===== config.mk =====
export PLATFORM = sky130hd
export DESIGN_NAME = hamming_window_search_top
export DESIGN_NICKNAME = d
export VERILOG_FILES = /design/src/hws_pkg.sv /design/src/hws_cell.sv /design/src/hws_count.sv /design/src/hamming_window_search_top.sv
export SDC_FILE = /design/constraint.sdc
export NUM_CORES = 2
export LEC_CHECK = 0
export ABC_AREA = 1
export BUFFER_PORTS_ARGS = -buffer_cell sky130_fd_sc_hd__buf_4
export CORE_MARGIN = 2
export CORE_UTILIZATION = 60
export CTS_CLUSTER_DIAMETER = 120
export DETAILED_ROUTE_END_ITERATION = 16
export PLACE_DENSITY_LB_ADDON = 0.1
export REMOVE_ABC_BUFFERS = 1
export SKIP_CTS_REPAIR_TIMING = 1
export SLEW_MARGIN = 20
export SYNTH_ARGS = -nofsm -noshare
export SYNTH_HDL_FRONTEND = slang
export SYNTH_SLANG_ARGS = --single-unit

===== constraint.sdc =====
create_clock -name clock -period 15.33 [get_ports clock]
set_clock_uncertainty 0.2 [all_clocks]
set_input_delay 0 -clock clock [delete_from_list [all_inputs] [get_ports clock]]
set_output_delay 0 -clock clock [all_outputs]
set_load 0.005 [all_outputs]

===== src/hws_pkg.sv =====
// Package for the Hamming window search block: operation and register codes,
// the per-cell control struct and the adder tree grouping constants.
// No dependencies; every other file of the block imports it.
`timescale 1ns / 1ps
`default_nettype none

package hws_pkg;

   // Request operation codes.
   localparam logic OP_PATTERN = 1'b0;
   localparam logic OP_TEXT    = 1'b1;

   // Configuration register indexes.
   localparam int  CSR_INDEX_W = 1;
   localparam logic [CSR_INDEX_W-1:0] CSR_PATTERN_LENGTH     = 1'b0;
   localparam logic [CSR_INDEX_W-1:0] CSR_MISMATCH_THRESHOLD = 1'b1;

   // Field widths fixed by the interface.
   localparam int SYMBOL_W   = 8;
   localparam int INDEX_W    = 6;
   localparam int CSR_DATA_W = 7;
   localparam int POS_W      = 32;
   localparam int COUNT_W    = 7;

   // Reset values of the configuration registers.
   localparam logic [CSR_DATA_W-1:0] LENGTH_RESET    = 7'd1;
   localparam logic [CSR_DATA_W-1:0] THRESHOLD_RESET = 7'd0;

   // Mismatch bits are first counted in groups of this size.
   localparam int GROUP_SIZE = 8;
   localparam int GROUP_W    = 4;

   typedef struct packed {
      logic shift;   // text transaction accepted: window moves one cell
      logic load;    // pattern write lands in this cell
      logic rotate;  // pattern ring steps one cell toward alignment
      logic active;  // cell lies inside the current window length
   } cell_ctrl_type;

endpackage

`default_nettype wire


===== src/hws_cell.sv =====
// One cell of the search row: a window byte, a pattern byte and its mismatch flag.
// Depends on hws_pkg.
`timescale 1ns / 1ps
`default_nettype none

module hws_cell import hws_pkg::*; (
   input  wire logic                clock,
   input  wire logic                reset,
   input  wire cell_ctrl_type       ctrl,
   input  wire logic [SYMBOL_W-1:0] load_symbol,
   input  wire logic [SYMBOL_W-1:0] win_prev,
   input  wire logic [SYMBOL_W-1:0] pat_prev,
   output      logic [SYMBOL_W-1:0] win_out,
   output      logic [SYMBOL_W-1:0] pat_out,
   output      logic                miss_out
);

   logic [SYMBOL_W-1:0] win_ff;
   logic [SYMBOL_W-1:0] pat_ff;
   logic                miss_ff;

   always_ff @(posedge clock) begin
      if (reset) begin
         win_ff <= '0;
      end else if (ctrl.shift) begin
         win_ff <= win_prev;
      end
   end

   // The flag compares the byte entering this cell with the pattern byte.
   always_ff @(posedge clock) begin
      if (ctrl.shift) begin
         miss_ff <= ctrl.active && (win_prev != pat_ff);
      end
   end

   always_ff @(posedge clock) begin
      if (ctrl.load) begin
         pat_ff <= load_symbol;
      end else if (ctrl.rotate) begin
         pat_ff <= pat_prev;
      end
   end

   assign win_out  = win_ff;
   assign pat_out  = pat_ff;
   assign miss_out = miss_ff;

endmodule

`default_nettype wire


===== src/hws_count.sv =====
// Registered adder tree that counts mismatch flags, checks the threshold and
// holds the result register. Depends on hws_pkg.
`timescale 1ns / 1ps
`default_nettype none

module hws_count import hws_pkg::*; #(
   parameter int P = 64
) (
   input  wire logic                  clock,
   input  wire logic                  reset,
   input  wire logic                  en,
   input  wire logic                  in_valid,
   input  wire logic [P-1:0]          in_miss,
   input  wire logic [POS_W-1:0]      in_pos,
   input  wire logic [CSR_DATA_W-1:0] thr,
   output      logic                  out_valid,
   output      logic [((($clog2(P+1)) > COUNT_W) ? $clog2(P+1) : COUNT_W)-1:0] out_count,
   output      logic [POS_W-1:0]      out_pos
);

   localparam int CW = $clog2(P + 1);
   localparam int TW = (CW > COUNT_W) ? CW : COUNT_W;
   localparam int G  = (P + GROUP_SIZE - 1) / GROUP_SIZE;

   logic [G*GROUP_SIZE-1:0] miss_pad;
   logic [GROUP_W-1:0]      grp_in [G];
   logic [GROUP_W-1:0]      grp_ff [G];
   logic                    s2_valid_ff;
   logic [POS_W-1:0]        s2_pos_ff;
   logic [TW-1:0]           sum_in;
   logic                    hit;
   logic                    out_valid_ff;
   logic [TW-1:0]           out_count_ff;
   logic [POS_W-1:0]        out_pos_ff;

   always_comb begin
      miss_pad = '0;
      miss_pad[P-1:0] = in_miss;
      for (int g = 0; g < G; g++) begin
         grp_in[g] = '0;
         for (int b = 0; b < GROUP_SIZE; b++) begin
            grp_in[g] = grp_in[g] + GROUP_W'(miss_pad[g*GROUP_SIZE + b]);
         end
      end
   end

   always_ff @(posedge clock) begin
      if (reset) begin
         s2_valid_ff <= 1'b0;
      end else if (en) begin
         s2_valid_ff <= in_valid;
      end
   end

   always_ff @(posedge clock) begin
      if (en) begin
         s2_pos_ff <= in_pos;
         for (int g = 0; g < G; g++) begin
            grp_ff[g] <= grp_in[g];
         end
      end
   end

   always_comb begin
      sum_in = '0;
      for (int g = 0; g < G; g++) begin
         sum_in = sum_in + TW'(grp_ff[g]);
      end
      hit = (sum_in <= TW'(thr));
   end

   always_ff @(posedge clock) begin
      if (reset) begin
         out_valid_ff <= 1'b0;
      end else if (en) begin
         out_valid_ff <= s2_valid_ff && hit;
      end
   end

   always_ff @(posedge clock) begin
      if (en) begin
         out_count_ff <= sum_in;
         out_pos_ff   <= s2_pos_ff;
      end
   end

   assign out_valid = out_valid_ff;
   assign out_count = out_count_ff;
   assign out_pos   = out_pos_ff;

endmodule

`default_nettype wire


===== src/hamming_window_search_top.sv =====
// Top level of the Hamming k-mismatch window search: configuration registers,
// position counter, the row of search cells and the mismatch counter.
// Depends on hws_pkg, hws_cell and hws_count.
`timescale 1ns / 1ps
`default_nettype none

//  Channel | Direction | Handshake             | Payload
//  --------+-----------+-----------------------+------------------------------------------
//  req     | in        | req_valid / req_ready | operation, symbol, pattern_index, restart
//  rsp     | out       | rsp_valid / rsp_ready | start_position, mismatch_count
//  csr     | in        | csr_valid / csr_ready | index, data (pattern_length, threshold)
//
// One request transaction is taken every cycle unless rsp stalls or the pattern ring realigns.
// A match passes three register stages (the cell row, the group count stage and the final sum
// stage) before rsp_valid rises. A stalled rsp freezes all three stages together and holds
// req_ready low while it lasts. After pattern_length changes, the pattern ring steps one cell
// per cycle into its new alignment, and req_ready stays low until it gets there; the alignment
// follows the effective length (zero counts as one, past the depth as the depth).
// Reset clears the window, position counter and pipeline at once; there is no clearing pass.

module hamming_window_search_top import hws_pkg::*; #(
   parameter int PATTERN_MAX = 64
) (
   input  wire logic                   clock,
   input  wire logic                   reset,
   input  wire logic                   req_valid,
   output      logic                   req_ready,
   input  wire logic                   req_operation,
   input  wire logic [SYMBOL_W-1:0]    req_symbol,
   input  wire logic [INDEX_W-1:0]     req_pattern_index,
   input  wire logic                   req_restart,
   output      logic                   rsp_valid,
   input  wire logic                   rsp_ready,
   output      logic [POS_W-1:0]       rsp_start_position,
   output      logic [COUNT_W-1:0]     rsp_mismatch_count,
   input  wire logic                   csr_valid,
   output      logic                   csr_ready,
   input  wire logic [CSR_INDEX_W-1:0] csr_index,
   input  wire logic [CSR_DATA_W-1:0]  csr_data
);

   localparam int P   = PATTERN_MAX;
   localparam int AW  = (P > 1) ? $clog2(P) : 1;
   localparam int CW  = $clog2(P + 1);
   localparam int TW  = (CW > COUNT_W) ? CW : COUNT_W;
   // Wide enough for the length register, the ring depth and the pattern index.
   localparam int EW0 = (CW > CSR_DATA_W) ? CW : CSR_DATA_W;
   localparam int EW  = ((EW0 > INDEX_W) ? EW0 : INDEX_W) + 1;
   localparam logic [POS_W-1:0] SEEN_MAX = '1;

   // Configuration registers.
   logic [CSR_DATA_W-1:0] len_ff;
   logic [CSR_DATA_W-1:0] thr_ff;

   // Pattern ring alignment: cell j holds pattern[(al_ff - j) mod P].
   logic [AW-1:0]  al_ff;
   logic [AW-1:0]  al_in;
   logic [AW-1:0]  al_target;
   logic           aligned;

   logic [EW-1:0]  len_ext;
   logic [EW-1:0]  eff_len;
   logic [EW-1:0]  idx_ext;
   logic [EW-1:0]  al_ext;
   logic [EW-1:0]  tgt_ext;
   logic [AW-1:0]  tgt_cell;
   logic           idx_ok;

   logic           en;
   logic           req_acc;
   logic           text_acc;
   logic           pat_acc;

   logic [POS_W-1:0] seen_ff;
   logic [POS_W-1:0] seen_base;
   logic [POS_W-1:0] seen_in;
   logic             full_in;
   logic             s1_valid_ff;
   logic [POS_W-1:0] s1_pos_ff;

   cell_ctrl_type       cell_ctrl [P];
   logic [SYMBOL_W-1:0] win [P];
   logic [SYMBOL_W-1:0] pat [P];
   logic [P-1:0]        miss;

   logic [TW-1:0]    count_full;
   logic [POS_W-1:0] count_pos;
   logic             count_valid;

   // ---------------------------------------------------------------------------------------
   // Config port, always ready. The user writes only while the block is idle; not enforced.
   // ---------------------------------------------------------------------------------------
   assign csr_ready = 1'b1;

   always_ff @(posedge clock) begin
      if (reset) begin
         len_ff <= LENGTH_RESET;
         thr_ff <= THRESHOLD_RESET;
      end else if (csr_valid && csr_ready) begin
         unique case (csr_index)
            CSR_PATTERN_LENGTH:     len_ff <= csr_data;
            CSR_MISMATCH_THRESHOLD: thr_ff <= csr_data;
            default: ;
         endcase
      end
   end

   // Effective window length: zero acts as one, anything past the ring depth as the depth.
   always_comb begin
      len_ext = EW'(len_ff);
      if (len_ext == '0) begin
         eff_len = EW'(1);
      end else if (len_ext > EW'(P)) begin
         eff_len = EW'(P);
      end else begin
         eff_len = len_ext;
      end
      al_target = AW'(eff_len - EW'(1));
   end

   assign aligned = (al_ff == al_target);
   assign al_in   = (al_ff == AW'(P - 1)) ? '0 : al_ff + AW'(1);

   always_ff @(posedge clock) begin
      if (reset) begin
         al_ff <= '0;
      end else if (!aligned) begin
         al_ff <= al_in;
      end
   end

   // ---------------------------------------------------------------------------------------
   // Request handshake. All pipeline stages move together unless rsp stalls.
   // ---------------------------------------------------------------------------------------
   assign en        = !count_valid || rsp_ready;
   assign req_ready = en && aligned;
   assign req_acc   = req_valid && req_ready;
   assign text_acc  = req_acc && (req_operation == OP_TEXT);
   assign pat_acc   = req_acc && (req_operation == OP_PATTERN);

   // Pattern writes go to the cell that the current alignment assigns to the slot.
   always_comb begin
      idx_ext = EW'(req_pattern_index);
      al_ext  = EW'(al_ff);
      idx_ok  = (idx_ext < EW'(P));
      if (al_ext >= idx_ext) begin
         tgt_ext = al_ext - idx_ext;
      end else begin
         tgt_ext = al_ext + EW'(P) - idx_ext;
      end
      tgt_cell = AW'(tgt_ext);
   end

   // Position counter; it restarts at a marked text symbol and saturates at its top value.
   always_comb begin
      seen_base = req_restart ? '0 : seen_ff;
      seen_in   = (seen_base == SEEN_MAX) ? SEEN_MAX : seen_base + POS_W'(1);
      full_in   = (seen_in >= POS_W'(eff_len));
   end

   always_ff @(posedge clock) begin
      if (reset) begin
         seen_ff     <= '0;
         s1_valid_ff <= 1'b0;
      end else begin
         if (text_acc) begin
            seen_ff <= seen_in;
         end
         if (en) begin
            s1_valid_ff <= text_acc && full_in;
         end
      end
   end

   always_ff @(posedge clock) begin
      if (text_acc) begin
         s1_pos_ff <= seen_in - POS_W'(eff_len);
      end
   end

   // ---------------------------------------------------------------------------------------
   // Row of cells. The window shifts from cell 0 upward; the pattern ring rotates the same way.
   // ---------------------------------------------------------------------------------------
   for (genvar j = 0; j < P; j++) begin : g_cell
      localparam int PREV = (j == 0) ? P - 1 : j - 1;
      logic [SYMBOL_W-1:0] win_prev;

      if (j == 0) begin : g_head
         assign win_prev = req_symbol;
      end else begin : g_body
         assign win_prev = win[PREV];
      end

      always_comb begin
         cell_ctrl[j].shift  = text_acc;
         cell_ctrl[j].load   = pat_acc && idx_ok && (tgt_cell == AW'(j));
         cell_ctrl[j].rotate = !aligned;
         cell_ctrl[j].active = (EW'(j) < eff_len);
      end

      hws_cell u_cell (
         .clock       (clock),
         .reset       (reset),
         .ctrl        (cell_ctrl[j]),
         .load_symbol (req_symbol),
         .win_prev    (win_prev),
         .pat_prev    (pat[PREV]),
         .win_out     (win[j]),
         .pat_out     (pat[j]),
         .miss_out    (miss[j])
      );
   end

   // ---------------------------------------------------------------------------------------
   // Mismatch count, threshold check and result register.
   // ---------------------------------------------------------------------------------------
   hws_count #(
      .P (P)
   ) u_count (
      .clock     (clock),
      .reset     (reset),
      .en        (en),
      .in_valid  (s1_valid_ff),
      .in_miss   (miss),
      .in_pos    (s1_pos_ff),
      .thr       (thr_ff),
      .out_valid (count_valid),
      .out_count (count_full),
      .out_pos   (count_pos)
   );

   assign rsp_valid          = count_valid;
   assign rsp_start_position = count_pos;
   assign rsp_mismatch_count = count_full[COUNT_W-1:0];

   // ---------------------------------------------------------------------------------------
   // Assertions.
   // ---------------------------------------------------------------------------------------
   // A reported window never holds more mismatches than the threshold allows.
   a_count_within_threshold : assert property (@(posedge clock) disable iff (reset)
      rsp_valid |-> (count_full <= TW'(thr_ff)))
      else $error("reported mismatch count exceeds the threshold");

   // The first stage only fills from a text transaction that completed a window.
   a_stage_from_text : assert property (@(posedge clock) disable iff (reset)
      ($past(en) && s1_valid_ff) |->
         $past(req_valid && req_ready && (req_operation == OP_TEXT)))
      else $error("first stage valid without a text transaction");

   // The pattern ring only moves while it is out of alignment.
   a_ring_moves_when_unaligned : assert property (@(posedge clock) disable iff (reset)
      !$stable(al_ff) |-> $past(!aligned))
      else $error("pattern ring rotated while aligned");

endmodule

`default_nettype wire


# --- Word level (Yosys, flattened, before mapping) ---
# Memory sizes are Yosys's and may differ from the RTL's.
# Index checks and enable logic that the tools add are counted.
# Widths: inputs -> output; s select.
word_totals:
  register_bits: 1238
  ram_bits: 32
  inputBits: 29
  wordCells: 813
  mem_count: 1
classes:
  add_sub_neg: 70
  magnitude_cmp: 68
  n_eq_ne: 194
  muxes: 136
  n_bitwise: 2
  reduce_logical: 140
memory_table:
  columns: ["memory", "depth", "word_bits", "rd", "rd_ports_with_merged_regs", "wr", "line_no", "rtl"]
  rows:
  - ["u_count.grp_ff", 8, 4, 8, 0, 8, "hws_count.sv:27", "logic [GROUP_W-1:0] grp_ff [G];"]
op_table:
  columns: ["op", "count"]
  rows:
  - ["$mux 8", 128]
  - ["$ne 8x8->1", 64]
  - ["$lt 6x7->1 const A", 32]
  - ["$eq 6x6->1 const B", 33]
  - ["$add 4x1->4", 48]
  - ["$logic_and 1x1->1", 134]
  - ["$ne 2x1->1 const B", 64]
  - ["$lt 5x7->1 const A", 16]
  - ["$eq 6x5->1 const B", 16]
  - ["$mux 32", 2]
  - ["$eq 6x4->1 const B", 8]
  - ["$add 7x4->7", 6]
  - ["$lt 4x7->1 const A", 5]
  - ["$add 32x1->32 const B", 1]
  - ["$eq 32x32->1 const B", 1]
  - ["$ge 32x8->1", 1]
  - ["$lt 3x8->1 const A", 4]
  - ["$sub 32x8->32", 1]
  - ["$eq 6x3->1 const B", 4]
  - ["$lt 4x8->1 const A", 3]
  - ["$add 1x1->2", 8]
  - ["$lt 1x8->1 const A", 2]
  - ["$lt 2x8->1 const A", 2]
  - ["$mux 7", 2]
  - ["other kinds (18)", 25]

# --- Logic depth before layout (Yosys ltp) ---
logic_depth:
  ltp_word: 10
  ltp_mapped: 30
  ltp_nobuf: 26

# --- Modules after synthesis ---
# A second synthesis with hierarchy kept.
hier_totals:
  cells_unflattened: 8625
  area_unflattened_um2: 65616.7
by_module_without_submodules:
  columns: ["module", "instances", "cells_per_inst", "area_each_um2"]
  rows:
  - ["hws_cell", 64, 112, 830.8]
  - ["hamming_window_search_top", 1, 1048, 6831.6]
  - ["hws_count", 1, 409, 5614.1]

# --- Least setup slack after synthesis ---
# OpenSTA, ideal clock, no wires.
synth_timing:
  path_type: "reg-to-reg"
  startpoint: "memory u_count.grp_ff[0][0]"
  endpoint: "register u_count.out_valid_ff (netlist: u_count.out_valid)"
  arrival_time_ps: 4984
  required_ps: 14901
  setup_slack_ps: 9917
  path_stages_with_launch: 21
  n_path_buf: 0
  path_cell_list: "edfxtp_1 > ha_1 > fa_1 > xor2_1 > fa_1 > inv_1 > fa_1 > fa_1 > fa_1 > inv_1 > fa_1 > a21oi_1 > o21ai_0 > xor2_1 > ha_1 > nand2_1 > or2_2 > a21boi_0 > o32ai_1 > nand2_1 > a21oi_1"
synth_rtl:
  columns: ["element", "line_no", "rtl"]
  rows:
  - ["start: declaration", "hws_count.sv:27", null]
  - ["end signal: assignment", "hws_count.sv:76", "out_valid_ff <= s2_valid_ff && hit;"]
  - ["end: declaration", "hws_count.sv:32", "logic out_valid_ff;"]

# --- Worst setup path after layout ---
layout_timing:
  startpoint: "register len_ff[2]"
  endpoint: "register g_cell[5].u_cell.win_ff[3]"
layout_between:
  elab_chain_len: 8
  elab_cells_between_ends: 9
  classes_between: "add/sub: 1; order compare: 1; eq/ne: 1; mux: 2; reduce/logical: 4"
layout_rtl:
  columns: ["element", "line_no", "rtl"]
  rows:
  - ["start: declaration", "hamming_window_search_top.sv:52", "logic [CSR_DATA_W-1:0] len_ff;"]
  - ["start signal: assignment", "hamming_window_search_top.sv:101", "CSR_PATTERN_LENGTH: len_ff <= csr_data;"]
  - ["$gt 7x7->1", "hamming_window_search_top.sv:113", "end else if (len_ext > EW'(P)) begin"]
  - ["$mux 7", "hamming_window_search_top.sv:113", null]
  - ["$mux 7 (*)", "hamming_window_search_top.sv:111", "if (len_ext == '0) begin"]
  - ["$sub 6x1->6 (*)", "hamming_window_search_top.sv:118", "al_target = AW'(eff_len - EW'(1));"]
  - ["$eq 6x6->1 (*)", "hamming_window_search_top.sv:121", "assign aligned = (al_ff == al_target);"]
  - ["$logic_and 1x1->1 (*)", "hamming_window_search_top.sv:136", "assign req_ready = en && aligned;"]
  - ["$logic_and 1x1->1 (*)", "hamming_window_search_top.sv:137", "assign req_acc = req_valid && req_ready;"]
  - ["$logic_and 1x1->1 (*)", "hamming_window_search_top.sv:138", "assign text_acc = req_acc && (req_operation == OP_TEXT);"]
  - ["end signal: assignment", "hws_cell.sv:26", "win_ff <= win_prev;"]
  - ["end: declaration", "hws_cell.sv:18", "logic [SYMBOL_W-1:0] win_ff;"]
# Mark *: on every way between the ends. The rest lies on a longest branch, timed or not.
# A chain may end at the register's enable or synchronous reset.

==> metrics.txt <==
# TYPE chip_impl_metric gauge
chip_impl_metric{name="powerDensity",unit="nW/µm²"} 180
chip_impl_metric{name="grt_pass1_wl",unit="µm"} 231000
chip_impl_info{name="criticalPathCategory",value="register to register"} 1
chip_impl_metric{name="synth_adder_area_share",unit=""} 0.0317
chip_impl_info{name="critPathTopFamily",value="buffers and inverters"} 1
chip_impl_metric{name="path_clk_slew",unit="ns"} 0.05
chip_impl_metric{name="critical_path.max_stage_delay",unit="ns"} 0.89
chip_impl_metric{name="count_of_endpoints_failing_setup_in_the_final_report",unit=""} 0
chip_impl_metric{name="grt_start_max_net_pins",unit=""} 217
chip_impl_metric{name="drtAntennaViolNets",unit=""} 0
chip_impl_metric{name="area_delta_synth_final",unit="%"} 9.70
chip_impl_metric{name="yosysWarningCount",unit=""} 0
chip_impl_metric{name="pre_cts_slack",unit="ns"} 9.28
chip_impl_info{name="crit_path_end_kind",value="register"} 1
chip_impl_metric{name="finalPower",unit="mW"} 11.4
chip_impl_metric{name="placementRows",unit=""} 113
chip_impl_metric{name="critPathBufInv",unit=""} 4
chip_impl_metric{name="worst_max_slew_pin_slew",unit="ns"} 1.17
chip_impl_metric{name="finalNetCount",unit=""} 6265
chip_impl_info{name="path_cells",value="o21ai_2 > nand2_2 > inv_2 > nand2_1 > nand2_1 > nand3_1 > nor2_4 > nand4_4 > inv_8 > buf_4 > buf_12 > nand2_1 > a21oi_1"} 1
chip_impl_metric{name="setup_slack",unit="ns"} 9.19
chip_impl_metric{name="maxSlewViolCount",unit=""} 0
chip_impl_metric{name="syn_avg_cell_area",unit="µm²"} 9.41
chip_impl_metric{name="worst-path-max-fanout",unit=""} 194
chip_impl_metric{name="achievable-frequency",unit="MHz"} 163
chip_impl_metric{name="cts.path.max_buffers",unit=""} 3
chip_impl_metric{name="finalWorstPathRequiredPeriod",unit="ns"} 6.14
chip_impl_metric{name="remaining_drc_errors",unit=""} 0
chip_impl_metric{name="globalRoute.totalOverflow",unit=""} 0
chip_impl_metric{name="first_iter_violations",unit=""} 4641
chip_impl_metric{name="gp_routability_congestion",unit=""} 0.933
chip_impl_metric{name="number_of_global_route_vias_before_repair",unit=""} 40200
chip_impl_metric{name="maxCapViolCount",unit=""} 0
chip_impl_metric{name="synth_compound_gate_area_share",unit=""} 0.107
chip_impl_metric{name="synthMuxAreaShare",unit=""} 0
chip_impl_metric{name="total_count_of_hold_check_failures_in_the_final_report",unit=""} 2
chip_impl_metric{name="insertedDiodeCount",unit=""} 0
chip_impl_metric{name="tritoncts.num_buffers",unit=""} 133
chip_impl_metric{name="max-vdd-ir-drop",unit="µV"} 209
chip_impl_metric{name="ys_types",unit=""} 46
chip_impl_metric{name="floorplan.core_area",unit="µm²"} 95300
chip_impl_metric{name="total_leakage_power",unit="nW"} 24.9
chip_impl_metric{name="port_buffers",unit=""} 69
chip_impl_metric{name="die_width",unit="µm"} 315
chip_impl_metric{name="ios",unit=""} 71
chip_impl_metric{name="layout-drive-gt1-share",unit=""} 0.0618
chip_impl_metric{name="globalRouteTotalUtil",unit=""} 0.302
chip_impl_info{name="rsz0062_at_grt",value="no"} 1
chip_impl_metric{name="clock_sinks",unit=""} 1270
chip_impl_info{name="slowest_stage",value="sky130_fd_sc_hd__inv_8"} 1
chip_impl_metric{name="hold_ws",unit="ns"} -0.000935
chip_impl_info{name="cts_tree",value="built"} 1
chip_impl_metric{name="worstPathArrival",unit="ns"} 6.60
chip_impl_metric{name="htreeDepth",unit=""} 4
chip_impl_metric{name="maxSlewHeadroom",unit=""} 0.223
chip_impl_metric{name="detailed_place_hpwl",unit="µm"} 97800
chip_impl_metric{name="post_drt_wl_per_cell",unit="µm"} 20.2
chip_impl_metric{name="start_util",unit=""} 0.608
chip_impl_metric{name="syn-cell-area",unit="µm²"} 58000
chip_impl_info{name="min-delay-path-class",value="input port to register"} 1
chip_impl_metric{name="dr.pass1.iters",unit=""} 6
chip_impl_metric{name="synth-seq-area-share",unit=""} 0.561
chip_impl_info{name="synth_top_family_by_area",value="simple AND/OR/NAND/NOR gates"} 1
chip_impl_metric{name="route.vias.total",unit=""} 43200
chip_impl_metric{name="chip_height",unit="µm"} 315
chip_impl_metric{name="synth_simple_gate_area_share",unit=""} 0.170
chip_impl_metric{name="yosys_register_bits",unit=""} 1270
chip_impl_info{name="synth_top_flop_cell",value="sky130_fd_sc_hd__edfxtp_1"} 1
chip_impl_metric{name="final.setup.tns",unit="ns"} 0
chip_impl_metric{name="synth_xor_xnor_area_share",unit=""} 0.0849
chip_impl_metric{name="clk-insertion-delay-late",unit="ns"} 0.75
chip_impl_metric{name="number_of_antenna_violations_at_the_first_check_in_global_routing",unit=""} 1
chip_impl_metric{name="route.final.wire_length",unit="µm"} 151000
chip_impl_metric{name="floorplan.die_area",unit="µm²"} 99100
chip_impl_metric{name="worst-endpoint-required",unit="ns"} 15.79
chip_impl_metric{name="synth_enable_flop_cells",unit=""} 711
chip_impl_metric{name="syn_inst",unit=""} 6159
chip_impl_metric{name="async_sr_flop_fraction",unit=""} 0
chip_impl_info{name="clock_tree.root_cell",value="sky130_fd_sc_hd__clkbuf_16"} 1
chip_impl_info{name="failed_checks",value="hold timing"} 1
chip_impl_metric{name="route.detailed.vias_per_inst",unit=""} 5.76
chip_impl_info{name="outcome",value="finished, violations left"} 1
chip_impl_metric{name="post-route-period-util",unit=""} 0.401
chip_impl_info{name="nature_of_the_critical_path_startpoint",value="register"} 1
chip_impl_info{name="crit_top_cell",value="sky130_fd_sc_hd__nand2_1"} 1
==> through the flow <==
stage | util | std cells | area [µm²]
after global placement | 0.617 | 7200 | 58800
after global routing | 0.667 | 7497 | 63600
final | 0.667 | 7497 | 63600
after floorplan | - | 5833 | 56400
after detailed placement | 0.617 | 7200 | 58800
after CTS | 0.662 | 7446 | 63100
==> area by class of cell <==
cell class	count	area, µm²
Sequential cell	1270	32500
Multi-Input combinational cell	4305	22900
Clock buffer	207	3930
Fill cell	7735	31700
Clock inverter	39	363
Tap cell	1265	1580
Inverter	258	978
Timing Repair Buffer	153	1320
==> tightest hold or removal path, delay by kind of cell <==
| family | cells | cell delay (ns) |
|---|---|---|
| buffers and inverters | 2 | 0.68 |
| AOI/OAI and AO/OA | 2 | 0.20 |
==> synth_stat cells (2+ instances only) <==
cell / n / area, µm²
sky130_fd_sc_hd__nand2_1: 1883 / 7070
sky130_fd_sc_hd__edfxtp_1: 711 / 21400
sky130_fd_sc_hd__a21oi_1: 596 / 2980
sky130_fd_sc_hd__dfxtp_1: 559 / 11200
sky130_fd_sc_hd__xor2_1: 394 / 3450
sky130_fd_sc_hd__o21ai_1: 327 / 1640
sky130_fd_sc_hd__inv_1: 244 / 916
sky130_fd_sc_hd__o21ai_0: 229 / 1150
sky130_fd_sc_hd__nor2_1: 218 / 818
sky130_fd_sc_hd__clkbuf_1: 193 / 724
sky130_fd_sc_hd__xnor2_1: 168 / 1470
sky130_fd_sc_hd__nand3_1: 98 / 490
sky130_fd_sc_hd__nor4_1: 91 / 569
sky130_fd_sc_hd__ha_1: 62 / 776
sky130_fd_sc_hd__fa_1: 53 / 1060
sky130_fd_sc_hd__buf_2: 50 / 250
sky130_fd_sc_hd__buf_4: 49 / 368
sky130_fd_sc_hd__nand2_2: 49 / 307
sky130_fd_sc_hd__nand4_1: 41 / 257
sky130_fd_sc_hd__a221oi_1: 29 / 254
sky130_fd_sc_hd__buf_1: 17 / 63.8
sky130_fd_sc_hd__buf_6: 17 / 191
sky130_fd_sc_hd__nand2_4: 16 / 180
sky130_fd_sc_hd__nor3_1: 9 / 45.0
sky130_fd_sc_hd__clkinv_1: 8 / 30.0
sky130_fd_sc_hd__inv_2: 6 / 22.5
sky130_fd_sc_hd__a211oi_1: 5 / 37.5
sky130_fd_sc_hd__or2_2: 5 / 31.3
sky130_fd_sc_hd__nand3b_1: 4 / 30.0
sky130_fd_sc_hd__o22ai_1: 4 / 25.0
sky130_fd_sc_hd__a22oi_1: 3 / 22.5
sky130_fd_sc_hd__o21bai_1: 3 / 22.5
sky130_fd_sc_hd__a2111oi_0: 2 / 17.5
sky130_fd_sc_hd__nand3_2: 2 / 20.0
sky130_fd_sc_hd__nor2_2: 2 / 12.5
sky130_fd_sc_hd__o211ai_1: 2 / 15.0
==> placed cells by master, fill, tap and decap left out, drive strengths merged <==
cell type    synthesis  routed
nor3                 9       9
clkbuf             193     207
clkinvlp             0       1
xor2               394     394
a211oi               5       5
nand3b               4       4
a21oi              597     597
a21boi               1       1
a41oi                1       1
edfxtp             711     711
nand4               42      42
conb                 1       1
buf                133     103
a221oi              29      29
fa                  53      53
bufinv               0       4
nand3              100     100
o211ai               2       2
a22oi                3       3
o32ai                1       1
nand2             1948    1948
clkinv               8      29
o21bai               3       3
inv                250     263
ha                  62      62
nor4                91      91
or2                  5       5
nor3b                1       1
dfxtp              559     559
a2111oi              2       2
a311oi               1       1
o22ai                4       4
dlygate4sd3          0      50
o21ai              557     557
nor2               221     221
xnor2              168     168
==> where the power goes <==
group | leakage [nW] | switching [mW] | internal (mW)
Sequential | 11.9 | 0.609 | 4.75
Clock | 2.09 | 1.33 | 1.84
Combinational | 10.9 | 1.71 | 1.19
Total | 24.9 | 3.64 | 7.77
==> worst paths after layout <==
kind	from	end	slack [ns]	cells past startpoint
worst max register to register	len_ff[2]	g_cell[5].u_cell.win_out[3]	9.19	13
worst min register to register	u_count.s2_pos_ff[27]	u_count.out_pos[27]	0.22	0
worst max-delay path	len_ff[2]	g_cell[5].u_cell.win_out[3]	9.19	13
worst min-delay path	csr_data[3]	len_ff[3]	-0.0009	4
==> flip-flops by register name, indices dropped and copies added, names as in the netlist, 6 cells and up <==
register	count
u_count.out_count	7
al_ff	6
s1_pos_ff	32
u_count.grp_ff	32
u_count.out_pos	32
g_cell.u_cell.miss_out	64
seen_ff	32
u_count.s2_pos_ff	32
g_cell.u_cell.win_out	504
thr_ff	7
g_cell.u_cell.pat_out	512
len_ff	7
==> metal layers <==
layer | GRT usage | vias to the layer above | share of wire | routed length, µm
met4 | 0.105 | 4 | 0.032 | 4850
met2 | 0.468 | 1765 | 0.45 | 68100
met1 | 0.423 | 20500 | 0.42 | 64000
met3 | 0.0645 | 286 | 0.095 | 14500
li1 | - | 20600 | - | -
met5 | 0 | - | 0.00013 | 20
==> cells by family after synthesis <==
kind of cell	after synthesis
xor+xnor	562
flops	1270
fa+ha+maj	115
buf+inv	584
simple gates	2421
compound gates	1206
other cells	1
Power figures use the tool's default switching activity.
